**config.mk**
```make
export PLATFORM = sky130hd
export DESIGN_NAME = nec_ir_symbol_frame_decoder
export DESIGN_NICKNAME = d
export VERILOG_FILES = /design/src/hdl/nirsd_pkg.sv /design/src/hdl/nec_ir_symbol_frame_decoder.sv /design/src/hdl/nirsd_bounds.sv /design/src/hdl/nirsd_sym_class.sv /design/src/hdl/nirsd_frame.sv
export SDC_FILE = /design/constraint.sdc
export NUM_CORES = 1
export LEC_CHECK = 0
export BUFFER_PORTS_ARGS = -buffer_cell sky130_fd_sc_hd__buf_2
export CORE_UTILIZATION = 25
export CTS_BUF_LIST = sky130_fd_sc_hd__clkbuf_16
export CTS_CLUSTER_SIZE = 28
export DETAILED_ROUTE_END_ITERATION = 10
export PLACE_DENSITY = 0.35
export SYNTH_ARGS = -nofsm -noshare
export SYNTH_HDL_FRONTEND = slang
export SYNTH_SLANG_ARGS = --single-unit
```
**constraint.sdc**
```tcl
create_clock -name i_clk -period 14.4 [get_ports i_clk]
set_input_delay 0.72 -clock i_clk [delete_from_list [all_inputs] [get_ports i_clk]]
set_output_delay 0.72 -clock i_clk [all_outputs]
set_load 0.005 [all_outputs]
```
**src/hdl/nirsd_pkg.sv**
```systemverilog
// nirsd_pkg: shared types, constants and duration-window helpers of the ir frame decoder
package nirsd_pkg;

    // duration field width and derived arithmetic widths
    localparam int DurBits   = 15;
    localparam int Percent   = 100;
    localparam int ScaledW   = DurBits + 7;
    localparam int BoundW    = 21;
    localparam int CmpW      = (ScaledW > BoundW) ? ScaledW : BoundW;
    localparam int TolW      = 6;
    localparam int FactorW   = 8;
    localparam int IdxW      = 6;
    localparam int HalfW     = 16;
    localparam int BitCount  = 2 * HalfW;
    localparam int PosW      = $clog2(BitCount);

    // nominal durations in microseconds
    localparam int LeadMark  = 9000;
    localparam int LeadSpace = 4500;
    localparam int RepSpace  = 2250;
    localparam int BitMark   = 560;
    localparam int ZeroSpace = 560;
    localparam int OneSpace  = 1690;

    // capture lengths
    localparam int FrameLen  = 34;
    localparam int RepeatLen = 2;
    localparam int IndexSat  = 35;

    localparam logic [TolW-1:0] TolReset = TolW'(15);

    typedef struct packed {
        logic [DurBits-1:0] mark_time;
        logic [DurBits-1:0] space_time;
        logic               last_symbol;
    } t_in_item;

    typedef struct packed {
        logic [HalfW-1:0] address;
        logic [HalfW-1:0] command;
        logic             repeat_res;
    } t_out_item;

    // scaled acceptance window of one nominal duration
    typedef struct packed {
        logic [BoundW-1:0] lo;
        logic [BoundW-1:0] hi;
    } t_range;

    typedef struct packed {
        t_range lead_mark;
        t_range lead_space;
        t_range rep_space;
        t_range bit_mark;
        t_range one_space;
    } t_bounds;

    // per-symbol verdicts
    typedef struct packed {
        logic lead_ok;
        logic repeat_ok;
        logic bit_one;
        logic bit_zero;
    } t_sym_class;

    function automatic t_range window(input int nominal, input logic [TolW-1:0] tol);
        logic [FactorW-1:0] lo_f;
        logic [FactorW-1:0] hi_f;
        t_range             r;
        lo_f = FactorW'(Percent) - FactorW'(tol);
        hi_f = FactorW'(Percent) + FactorW'(tol);
        r.lo = BoundW'(nominal) * BoundW'(lo_f);
        r.hi = BoundW'(nominal) * BoundW'(hi_f);
        return r;
    endfunction

    function automatic t_bounds bounds_for(input logic [TolW-1:0] tol);
        t_bounds b;
        b.lead_mark  = window(LeadMark, tol);
        b.lead_space = window(LeadSpace, tol);
        b.rep_space  = window(RepSpace, tol);
        b.bit_mark   = window(BitMark, tol);
        b.one_space  = window(OneSpace, tol);
        return b;
    endfunction

    function automatic logic [CmpW-1:0] scale_dur(input logic [DurBits-1:0] d);
        return CmpW'(d) * CmpW'(Percent);
    endfunction

    function automatic logic in_window(input logic [CmpW-1:0] s, input t_range r);
        return (s >= CmpW'(r.lo)) && (s <= CmpW'(r.hi));
    endfunction

endpackage

```
**src/hdl/nec_ir_symbol_frame_decoder.sv**
```systemverilog
// nec_ir_symbol_frame_decoder: top level of the nec infrared symbol frame decoder
//
//   channel   direction  handshake                  payload
//   in        input      i_in_valid / o_in_stall    i_in_item  (t_in_item)
//   out       output     o_out_valid / i_out_stall  o_out_item (t_out_item)
//   cfg       input      i_cfg_we                   i_cfg_wdata (tolerance, percent)
//
// one item per cycle sustained while the output is not stalled; an item waits in the input register and
// its result, if any, is loaded into the result register when the item leaves it.
// the throughput is set by the single-pass window compare between the two registers.
// reset is synchronous and active low; tolerance returns to 15 percent.
// an output stall holds the result register and back-pressures the input register;
// a new item is still taken while the input register is empty.
module nec_ir_symbol_frame_decoder (
    input  logic                          i_clk,
    input  logic                          i_rst_n,
    input  logic                          i_cfg_we,
    input  logic [nirsd_pkg::TolW-1:0]    i_cfg_wdata,
    input  logic                          i_in_valid,
    output logic                          o_in_stall,
    input  nirsd_pkg::t_in_item           i_in_item,
    output logic                          o_out_valid,
    input  logic                          i_out_stall,
    output nirsd_pkg::t_out_item          o_out_item
);

    logic                   r_in_valid;
    logic                   n_in_valid;
    nirsd_pkg::t_in_item    r_in_item;
    nirsd_pkg::t_bounds     bounds;
    nirsd_pkg::t_sym_class  sym_class;
    logic                   out_free;
    logic                   accept;
    logic                   fire;

    // input register handshake
    assign fire       = r_in_valid && out_free;
    assign o_in_stall = r_in_valid && !out_free;
    assign accept     = i_in_valid && !o_in_stall;
    assign n_in_valid = accept || (r_in_valid && !fire);

    always_ff @(posedge i_clk) begin
        if (!i_rst_n) begin
            r_in_valid <= 1'b0;
        end else begin
            r_in_valid <= n_in_valid;
        end
    end

    always_ff @(posedge i_clk) begin
        if (accept) begin
            r_in_item <= i_in_item;
        end
    end

    nirsd_bounds u_bounds (
        .i_clk       (i_clk),
        .i_rst_n     (i_rst_n),
        .i_cfg_we    (i_cfg_we),
        .i_cfg_wdata (i_cfg_wdata),
        .o_bounds    (bounds)
    );

    nirsd_sym_class u_sym_class (
        .i_item   (r_in_item),
        .i_bounds (bounds),
        .o_class  (sym_class)
    );

    nirsd_frame u_frame (
        .i_clk       (i_clk),
        .i_rst_n     (i_rst_n),
        .i_fire      (fire),
        .i_last      (r_in_item.last_symbol),
        .i_class     (sym_class),
        .i_out_stall (i_out_stall),
        .o_out_free  (out_free),
        .o_out_valid (o_out_valid),
        .o_out_item  (o_out_item)
    );

endmodule

```
**src/hdl/nirsd_bounds.sv**
```systemverilog
// nirsd_bounds: tolerance register held as precomputed duration windows
module nirsd_bounds (
    input  logic                         i_clk,
    input  logic                         i_rst_n,
    input  logic                         i_cfg_we,
    input  logic [nirsd_pkg::TolW-1:0]   i_cfg_wdata,
    output nirsd_pkg::t_bounds           o_bounds
);

    nirsd_pkg::t_bounds r_bounds;
    nirsd_pkg::t_bounds n_bounds;

    // windows follow the written tolerance
    always_comb begin
        n_bounds = r_bounds;
        if (i_cfg_we) begin
            n_bounds = nirsd_pkg::bounds_for(i_cfg_wdata);
        end
    end

    always_ff @(posedge i_clk) begin
        if (!i_rst_n) begin
            r_bounds <= nirsd_pkg::bounds_for(nirsd_pkg::TolReset);
        end else begin
            r_bounds <= n_bounds;
        end
    end

    assign o_bounds = r_bounds;

endmodule

```
**src/hdl/nirsd_sym_class.sv**
```systemverilog
// nirsd_sym_class: judges one symbol against the leader, repeat and bit windows
module nirsd_sym_class (
    input  nirsd_pkg::t_in_item    i_item,
    input  nirsd_pkg::t_bounds     i_bounds,
    output nirsd_pkg::t_sym_class  o_class
);

    logic [nirsd_pkg::DurBits-1:0] space_eff;
    logic [nirsd_pkg::CmpW-1:0]    mark_s;
    logic [nirsd_pkg::CmpW-1:0]    space_s;
    logic [nirsd_pkg::CmpW-1:0]    space_eff_s;
    logic                          mark_bit;

    // a missing space in a bit symbol stands for a short space
    assign space_eff = (i_item.space_time == '0) ?
                       nirsd_pkg::DurBits'(nirsd_pkg::ZeroSpace) : i_item.space_time;

    assign mark_s      = nirsd_pkg::scale_dur(i_item.mark_time);
    assign space_s     = nirsd_pkg::scale_dur(i_item.space_time);
    assign space_eff_s = nirsd_pkg::scale_dur(space_eff);

    assign mark_bit = nirsd_pkg::in_window(mark_s, i_bounds.bit_mark);

    // leader checks use the raw space
    assign o_class.lead_ok   = nirsd_pkg::in_window(mark_s, i_bounds.lead_mark) &&
                               nirsd_pkg::in_window(space_s, i_bounds.lead_space);
    assign o_class.repeat_ok = nirsd_pkg::in_window(mark_s, i_bounds.lead_mark) &&
                               nirsd_pkg::in_window(space_s, i_bounds.rep_space);
    // zero space shares the bit mark window
    assign o_class.bit_one   = mark_bit &&
                               nirsd_pkg::in_window(space_eff_s, i_bounds.one_space);
    assign o_class.bit_zero  = mark_bit &&
                               nirsd_pkg::in_window(space_eff_s, i_bounds.bit_mark);

endmodule

```
**src/hdl/nirsd_frame.sv**
```systemverilog
// nirsd_frame: capture state, held frame and result register
module nirsd_frame (
    input  logic                   i_clk,
    input  logic                   i_rst_n,
    input  logic                   i_fire,
    input  logic                   i_last,
    input  nirsd_pkg::t_sym_class  i_class,
    input  logic                   i_out_stall,
    output logic                   o_out_free,
    output logic                   o_out_valid,
    output nirsd_pkg::t_out_item   o_out_item
);

    logic [nirsd_pkg::IdxW-1:0]     r_idx;
    logic [nirsd_pkg::IdxW-1:0]     n_idx;
    logic [nirsd_pkg::BitCount-1:0] r_shift;
    logic [nirsd_pkg::BitCount-1:0] n_shift;
    logic                           r_good;
    logic                           n_good;
    logic                           r_rep;
    logic                           n_rep;
    logic [nirsd_pkg::HalfW-1:0]    r_held_addr;
    logic [nirsd_pkg::HalfW-1:0]    n_held_addr;
    logic [nirsd_pkg::HalfW-1:0]    r_held_cmd;
    logic [nirsd_pkg::HalfW-1:0]    n_held_cmd;
    logic                           r_out_valid;
    logic                           n_out_valid;
    nirsd_pkg::t_out_item           r_out;
    nirsd_pkg::t_out_item           n_out;

    logic [nirsd_pkg::IdxW-1:0]     count;
    logic [nirsd_pkg::PosW-1:0]     pos;
    logic                           emit_frame;
    logic                           emit_rep;

    assign o_out_free = !r_out_valid || !i_out_stall;
    assign pos        = nirsd_pkg::PosW'(r_idx - nirsd_pkg::IdxW'(1));
    assign count      = (r_idx < nirsd_pkg::IdxW'(nirsd_pkg::IndexSat)) ?
                        r_idx + nirsd_pkg::IdxW'(1) : nirsd_pkg::IdxW'(nirsd_pkg::IndexSat);

    // symbol update, end-of-capture judgement and result load
    always_comb begin
        n_idx       = r_idx;
        n_shift     = r_shift;
        n_good      = r_good;
        n_rep       = r_rep;
        n_held_addr = r_held_addr;
        n_held_cmd  = r_held_cmd;
        n_out       = r_out;
        n_out_valid = r_out_valid && i_out_stall;
        emit_frame  = 1'b0;
        emit_rep    = 1'b0;
        if (i_fire) begin
            if (r_idx == '0) begin
                n_good = i_class.lead_ok;
                n_rep  = i_class.repeat_ok;
            end else if (r_idx <= nirsd_pkg::IdxW'(nirsd_pkg::BitCount)) begin
                if (i_class.bit_one) begin
                    n_shift[pos] = 1'b1;
                end else if (!i_class.bit_zero) begin
                    n_good = 1'b0;
                end
            end
            if (!i_last) begin
                n_idx = count;
            end else begin
                emit_frame = (count == nirsd_pkg::IdxW'(nirsd_pkg::FrameLen)) && n_good;
                emit_rep   = !emit_frame &&
                             (count == nirsd_pkg::IdxW'(nirsd_pkg::RepeatLen)) && n_rep;
                if (emit_frame) begin
                    n_held_addr = n_shift[nirsd_pkg::HalfW-1:0];
                    n_held_cmd  = n_shift[nirsd_pkg::BitCount-1:nirsd_pkg::HalfW];
                end
                if (emit_frame || emit_rep) begin
                    n_out.address    = n_held_addr;
                    n_out.command    = n_held_cmd;
                    n_out.repeat_res = emit_rep;
                    n_out_valid      = 1'b1;
                end
                n_idx   = '0;
                n_shift = '0;
                n_good  = 1'b1;
                n_rep   = 1'b0;
            end
        end
    end

    // control state
    always_ff @(posedge i_clk) begin
        if (!i_rst_n) begin
            r_idx       <= '0;
            r_shift     <= '0;
            r_good      <= 1'b1;
            r_rep       <= 1'b0;
            r_held_addr <= '0;
            r_held_cmd  <= '0;
            r_out_valid <= 1'b0;
        end else begin
            r_idx       <= n_idx;
            r_shift     <= n_shift;
            r_good      <= n_good;
            r_rep       <= n_rep;
            r_held_addr <= n_held_addr;
            r_held_cmd  <= n_held_cmd;
            r_out_valid <= n_out_valid;
        end
    end

    // result payload
    always_ff @(posedge i_clk) begin
        r_out <= n_out;
    end

    assign o_out_valid = r_out_valid;
    assign o_out_item  = r_out;

`ifndef SYNTHESIS
    // index stays within its saturation limit
    a_idx_sat: assert property (@(posedge i_clk) disable iff (!i_rst_n)
        r_idx <= nirsd_pkg::IdxW'(nirsd_pkg::IndexSat))
        else $error("symbol index beyond saturation");

    // the end of a capture always restarts the index
    a_idx_clear: assert property (@(posedge i_clk) disable iff (!i_rst_n)
        i_fire && i_last |=> r_idx == '0)
        else $error("index not cleared after last symbol");

    // a waiting result always carries the held frame
    a_out_held: assert property (@(posedge i_clk) disable iff (!i_rst_n)
        r_out_valid |-> (r_out.address == r_held_addr) && (r_out.command == r_held_cmd))
        else $error("result differs from held frame");

    // a new result only appears after a last symbol
    a_out_cause: assert property (@(posedge i_clk) disable iff (!i_rst_n)
        $rose(r_out_valid) |-> $past(i_fire && i_last))
        else $error("result without end of capture");
`endif

endmodule

```
==> reports/qor.log <==
[run_status] result of the run complete, no violations
[layout] fraction of final layout cells with drive strength greater than 1 0.06277
[setup_path] crit path max-delay cell type a21oi_4
[floorplanning] die boundary width 311.9 um
[synth] library cell with the largest summed area after synthesis ha_1
[timing] Fmax 114.5 MHz
[power] leakage power 12.69 nW
[synth] mean area per synthesized cell 8.739 um^2
[cts] H-Tree Depth 1
[synth] #FFs+latches synth 228
[synth] Netlist cell types 79
[placed_design] post-detailed-placement half-perimeter wirelength 66.50 mm
[setup_path] Max FO, Critical Path 35
[cts] number of buffers created by CTS 29
[power] ratio of total power to cell area 172.8 nW/um^2
[synth] Syn Std Cell Area 24010 um^2
[setup_path] destination of the worst register-to-register timing path u_frame.o_out_item[14]
[synth] synthesized netlist cell count 2747
[setup_path] Arrival @ worst endpoint 9080 ps
[timing] Tightest Pin Transition 1334 ps
[route] antenna-violating nets left 0
[synth] Syn Nets 3409
[hold_path] launch point of the worst hold path i_in_item[22]
[setup_path] Critical Path End Type flip-flop
[floorplanning] die area 97270 um^2
[synth] area share of the leading cell type in the synthesized netlist 0.2804
[timing] endpoints failing setup 0
[synth] Post-synth EDFFs 64
[route] Via-to-Cell Ratio 4.822
[floorplanning] Core ar. 95010 um^2
[global_route] via count of the first global-routing pass 20630
[synth] Async SR Flop Fraction 0
[timing] unrepaired setup endpoints after global routing no
[timing] skew final 18.49 ps
[route] initial detailed-routing violation count 901
[setup_path] most repeated library cell on the critical path ha_1
[cts] maximum clock insertion buffer count 3
[floorplanning] Std-Cell Rows 113
[cts] # Post-CTS Setup Buffers 0
[cts] CTS Root Cell clkbuf_16
[route] via count 19700
[timing] final hold viol count 0
[timing] Slew Limit Headroom 0.1051
[placed_design] Port Buffer Count 76
[cts] clock network latency to the later pin of the worst-skew pair 610 ps
[timing] max-slew violation count 0
[timing] Post-Route Setup TNS 0 ps
[floorplanning] Die H 311.9 um
[setup_path] flop2flop setup slack 5660 ps
[job] maximum capacitance violations 0
[global_route] wire length of the first global-routing pass 125.3 mm
[route] total wire length 81.23 mm
[synth] fraction of the yosys area taken by sequential cells 0.2168
[power] peak supply drop 0.00008513 V
[cts] hold-fix buffer count after cts 0
[hold_path] Hold Path End r_in_item[22]
[placed_design] routability-driven placement congestion ratio 0.8572
[setup_path] CP bufs+invs 4
[synth] Yosys Warn Count 0
[global_route] residual overflow from global routing 0
[global_route] Total Routing Usage GR 0.1671
[setup_path] source of the worst register-to-register timing path r_in_item[2]
[setup_path] cell type group with the largest total delay on the critical path compound AO/OA/AOI/OAI gates
[cts] cells resized by post-CTS repair 0
[global_route] maximum number of pins on one net before global-route repair 66
[global_route] number of antenna violations at the first check in global routing 3
[setup_path] worst setup path class flip-flop to flip-flop
[route] first-pass iteration count of the detailed router 4
[setup_path] max incr delay on CP 990 ps
[floorplanning] ports placed on the boundary 77
[route] DRC violation count after routing 0
[synth] commonest register cell after synthesis dfxtp_1
[timing] Fin Hold WS 282.8 ps
[route] Avg WL per Cell 19.88 um
[hold_path] min-delay worst type primary input to flip-flop
[hold_path] number of cells on the worst hold path 1
[setup_path] depth of the most critical reg-to-reg path 27
[layout] net total in the final layout 3461
[cts] clock-pin transition on the worst setup and hold timing paths 60 ps
[cts] CTS tree yes
[timing] Final Cycle Share 0.6067
[setup_path] Data required, critical path 14750 ps
[setup_path] startpoint type of the worst setup path flip-flop
[floorplanning] initial core utilization 0.2527
[synth] top cells by area in the synthesized netlist ha_1 28%, dfxtp_1 14%, edfxtp_1 8.0%
[cts] # clock sinks 228
[timing] Min Clock Period, post-route 8736 ps
[layout] signed area change from the synthesized netlist to the final layout 11.51%
## final cells by class
class | instances | area, um^2
clock inverter | 21 | 105.1
inverter | 466 | 1749
multi-input combinational | 1973 | 16780
sequential | 228 | 5205
antenna | 1 | 2.502
fill | 10220 | 68240
clock buffer | 31 | 775.7
timing repair buffer | 101 | 570.5
tap | 1265 | 1583
## logic make-up (layout without fill, tap and decap cells)
family,Yosys count,count (layout),share of synthesized area
other,0,1,0
multiplexers,44,44,0.02007
AND/OR/NAND/NOR,557,557,0.1121
AO/OA/AOI/OAI,667,667,0.1856
XOR/XNOR,85,85,0.03101
flip-flops,228,228,0.2168
buffers and inverters,546,619,0.08569
adder cells (fa/ha/maj),620,620,0.3488
## state kept, by name (all words and copies together), names as in the netlist
signal,flops
u_frame.o_out_item,33
u_frame.r_held_cmd,16
u_frame.o_out_valid,1
u_frame.r_rep,1
u_frame.r_held_addr,16
u_frame.r_good,1
r_in_item,31
r_in_valid,1
u_bounds.o_bounds,90
u_frame.r_shift,32
u_frame.r_idx,6
## power by group
part           total, mW  leakage, nW  internal [mW]  switching [mW]
clock              0.698        0.476          0.386           0.312
sequential         0.764         1.93          0.723          0.0409
combinational       3.16         10.3           1.19            1.98
## cells in the final DEF (no fill, tap or decap), types with 14 or more instances in the layout
master | Yosys | layout
o21ai_0 | 91 | 91
edfxtp_1 | 64 | 64
fa_1 | 82 | 82
xnor2_1 | 63 | 63
a211oi_1 | 47 | 47
buf_4 | 0 | 26
nand3_1 | 41 | 41
o31ai_1 | 43 | 43
nand2_1 | 144 | 144
clkbuf_16 | 0 | 31
dfxtp_1 | 164 | 164
mux2_1 | 22 | 22
a21o_1 | 47 | 47
nor2b_1 | 26 | 25
buf_2 | 5 | 75
a2111oi_0 | 30 | 29
a211o_1 | 15 | 15
xor2_1 | 22 | 22
nor2_1 | 158 | 158
and3_1 | 14 | 14
nor3_1 | 46 | 46
o21a_1 | 17 | 17
inv_1 | 464 | 471
o21bai_1 | 14 | 14
or3_1 | 14 | 14
nand2b_1 | 21 | 21
a21oi_1 | 196 | 195
ha_1 | 538 | 538
nand4_1 | 35 | 35
o211ai_1 | 71 | 71
## routing by layer
metal,GRT usage,up-vias,share of wire
li1,-,9815,-
met1,0.2138,9520,0.46
met2,0.2953,265,0.49
met3,0.01977,99,0.028
met4,0.04167,2,0.026
met5,0,-,0.00016
## how the worst max path moves through the flow
stage	endpoint	cells past startpoint	slack (ps)	from
floorplan	u_frame.o_out_item[0]	29	5840	r_in_item[2]
global placement	u_frame.o_out_item[15]	28	5850	r_in_item[2]
detailed placement	u_frame.o_out_item[31]	28	5720	r_in_item[2]
CTS	u_frame.o_out_item[31]	28	5660	r_in_item[2]
global route	u_frame.o_out_item[14]	27	5000	r_in_item[2]
finish	u_frame.o_out_item[14]	27	5660	r_in_item[2]
## worst register-to-register path, stage by stage (launching register included)
cell       delay, ps
edfxtp_1         530
inv_1            170
ha_1             180
nand4_1           90
nor4_1           670
nor2_1           220
ha_1             340
ha_1             280
inv_1             50
fa_1             520
inv_1             40
ha_1             360
and4_1           270
or3b_1           390
and2_1           180
nand2_1           90
xor2_1           430
ha_1             350
nand3_1           80
a21oi_1           70
a211oi_1         270
o2111ai_1        190
a2bb2oi_1        400
o21ba_2          260
a2111o_1         300
buf_4            270
a21oi_4         1020
mux2_2           450
## per-stage QoR
step / power, mW / utilization / cells / instance area [um^2] / worst slack, ps
after detailed placement: 3.934 / 0.2725 / 4033 / 25890 / 5719
after floorplan: 2.872 / - / 2747 / 24010 / 5838
after global routing: 5.084 / 0.2817 / 4085 / 26770 / 4998
final: 4.625 / 0.2818 / 4086 / 26770 / 5664
after global placement: 3.887 / 0.2725 / 4033 / 25890 / 5847
after CTS: 4.671 / 0.2817 / 4085 / 26770 / 5665
## synth_stat cells (63+ instances only)
master,count
ha_1,538
inv_1,464
a21oi_1,196
dfxtp_1,164
nor2_1,158
nand2_1,144
o21ai_0,91
fa_1,82
o211ai_1,71
clkbuf_1,68
edfxtp_1,64
xnor2_1,63
No activity file was read; power rests on OpenSTA's default activity.
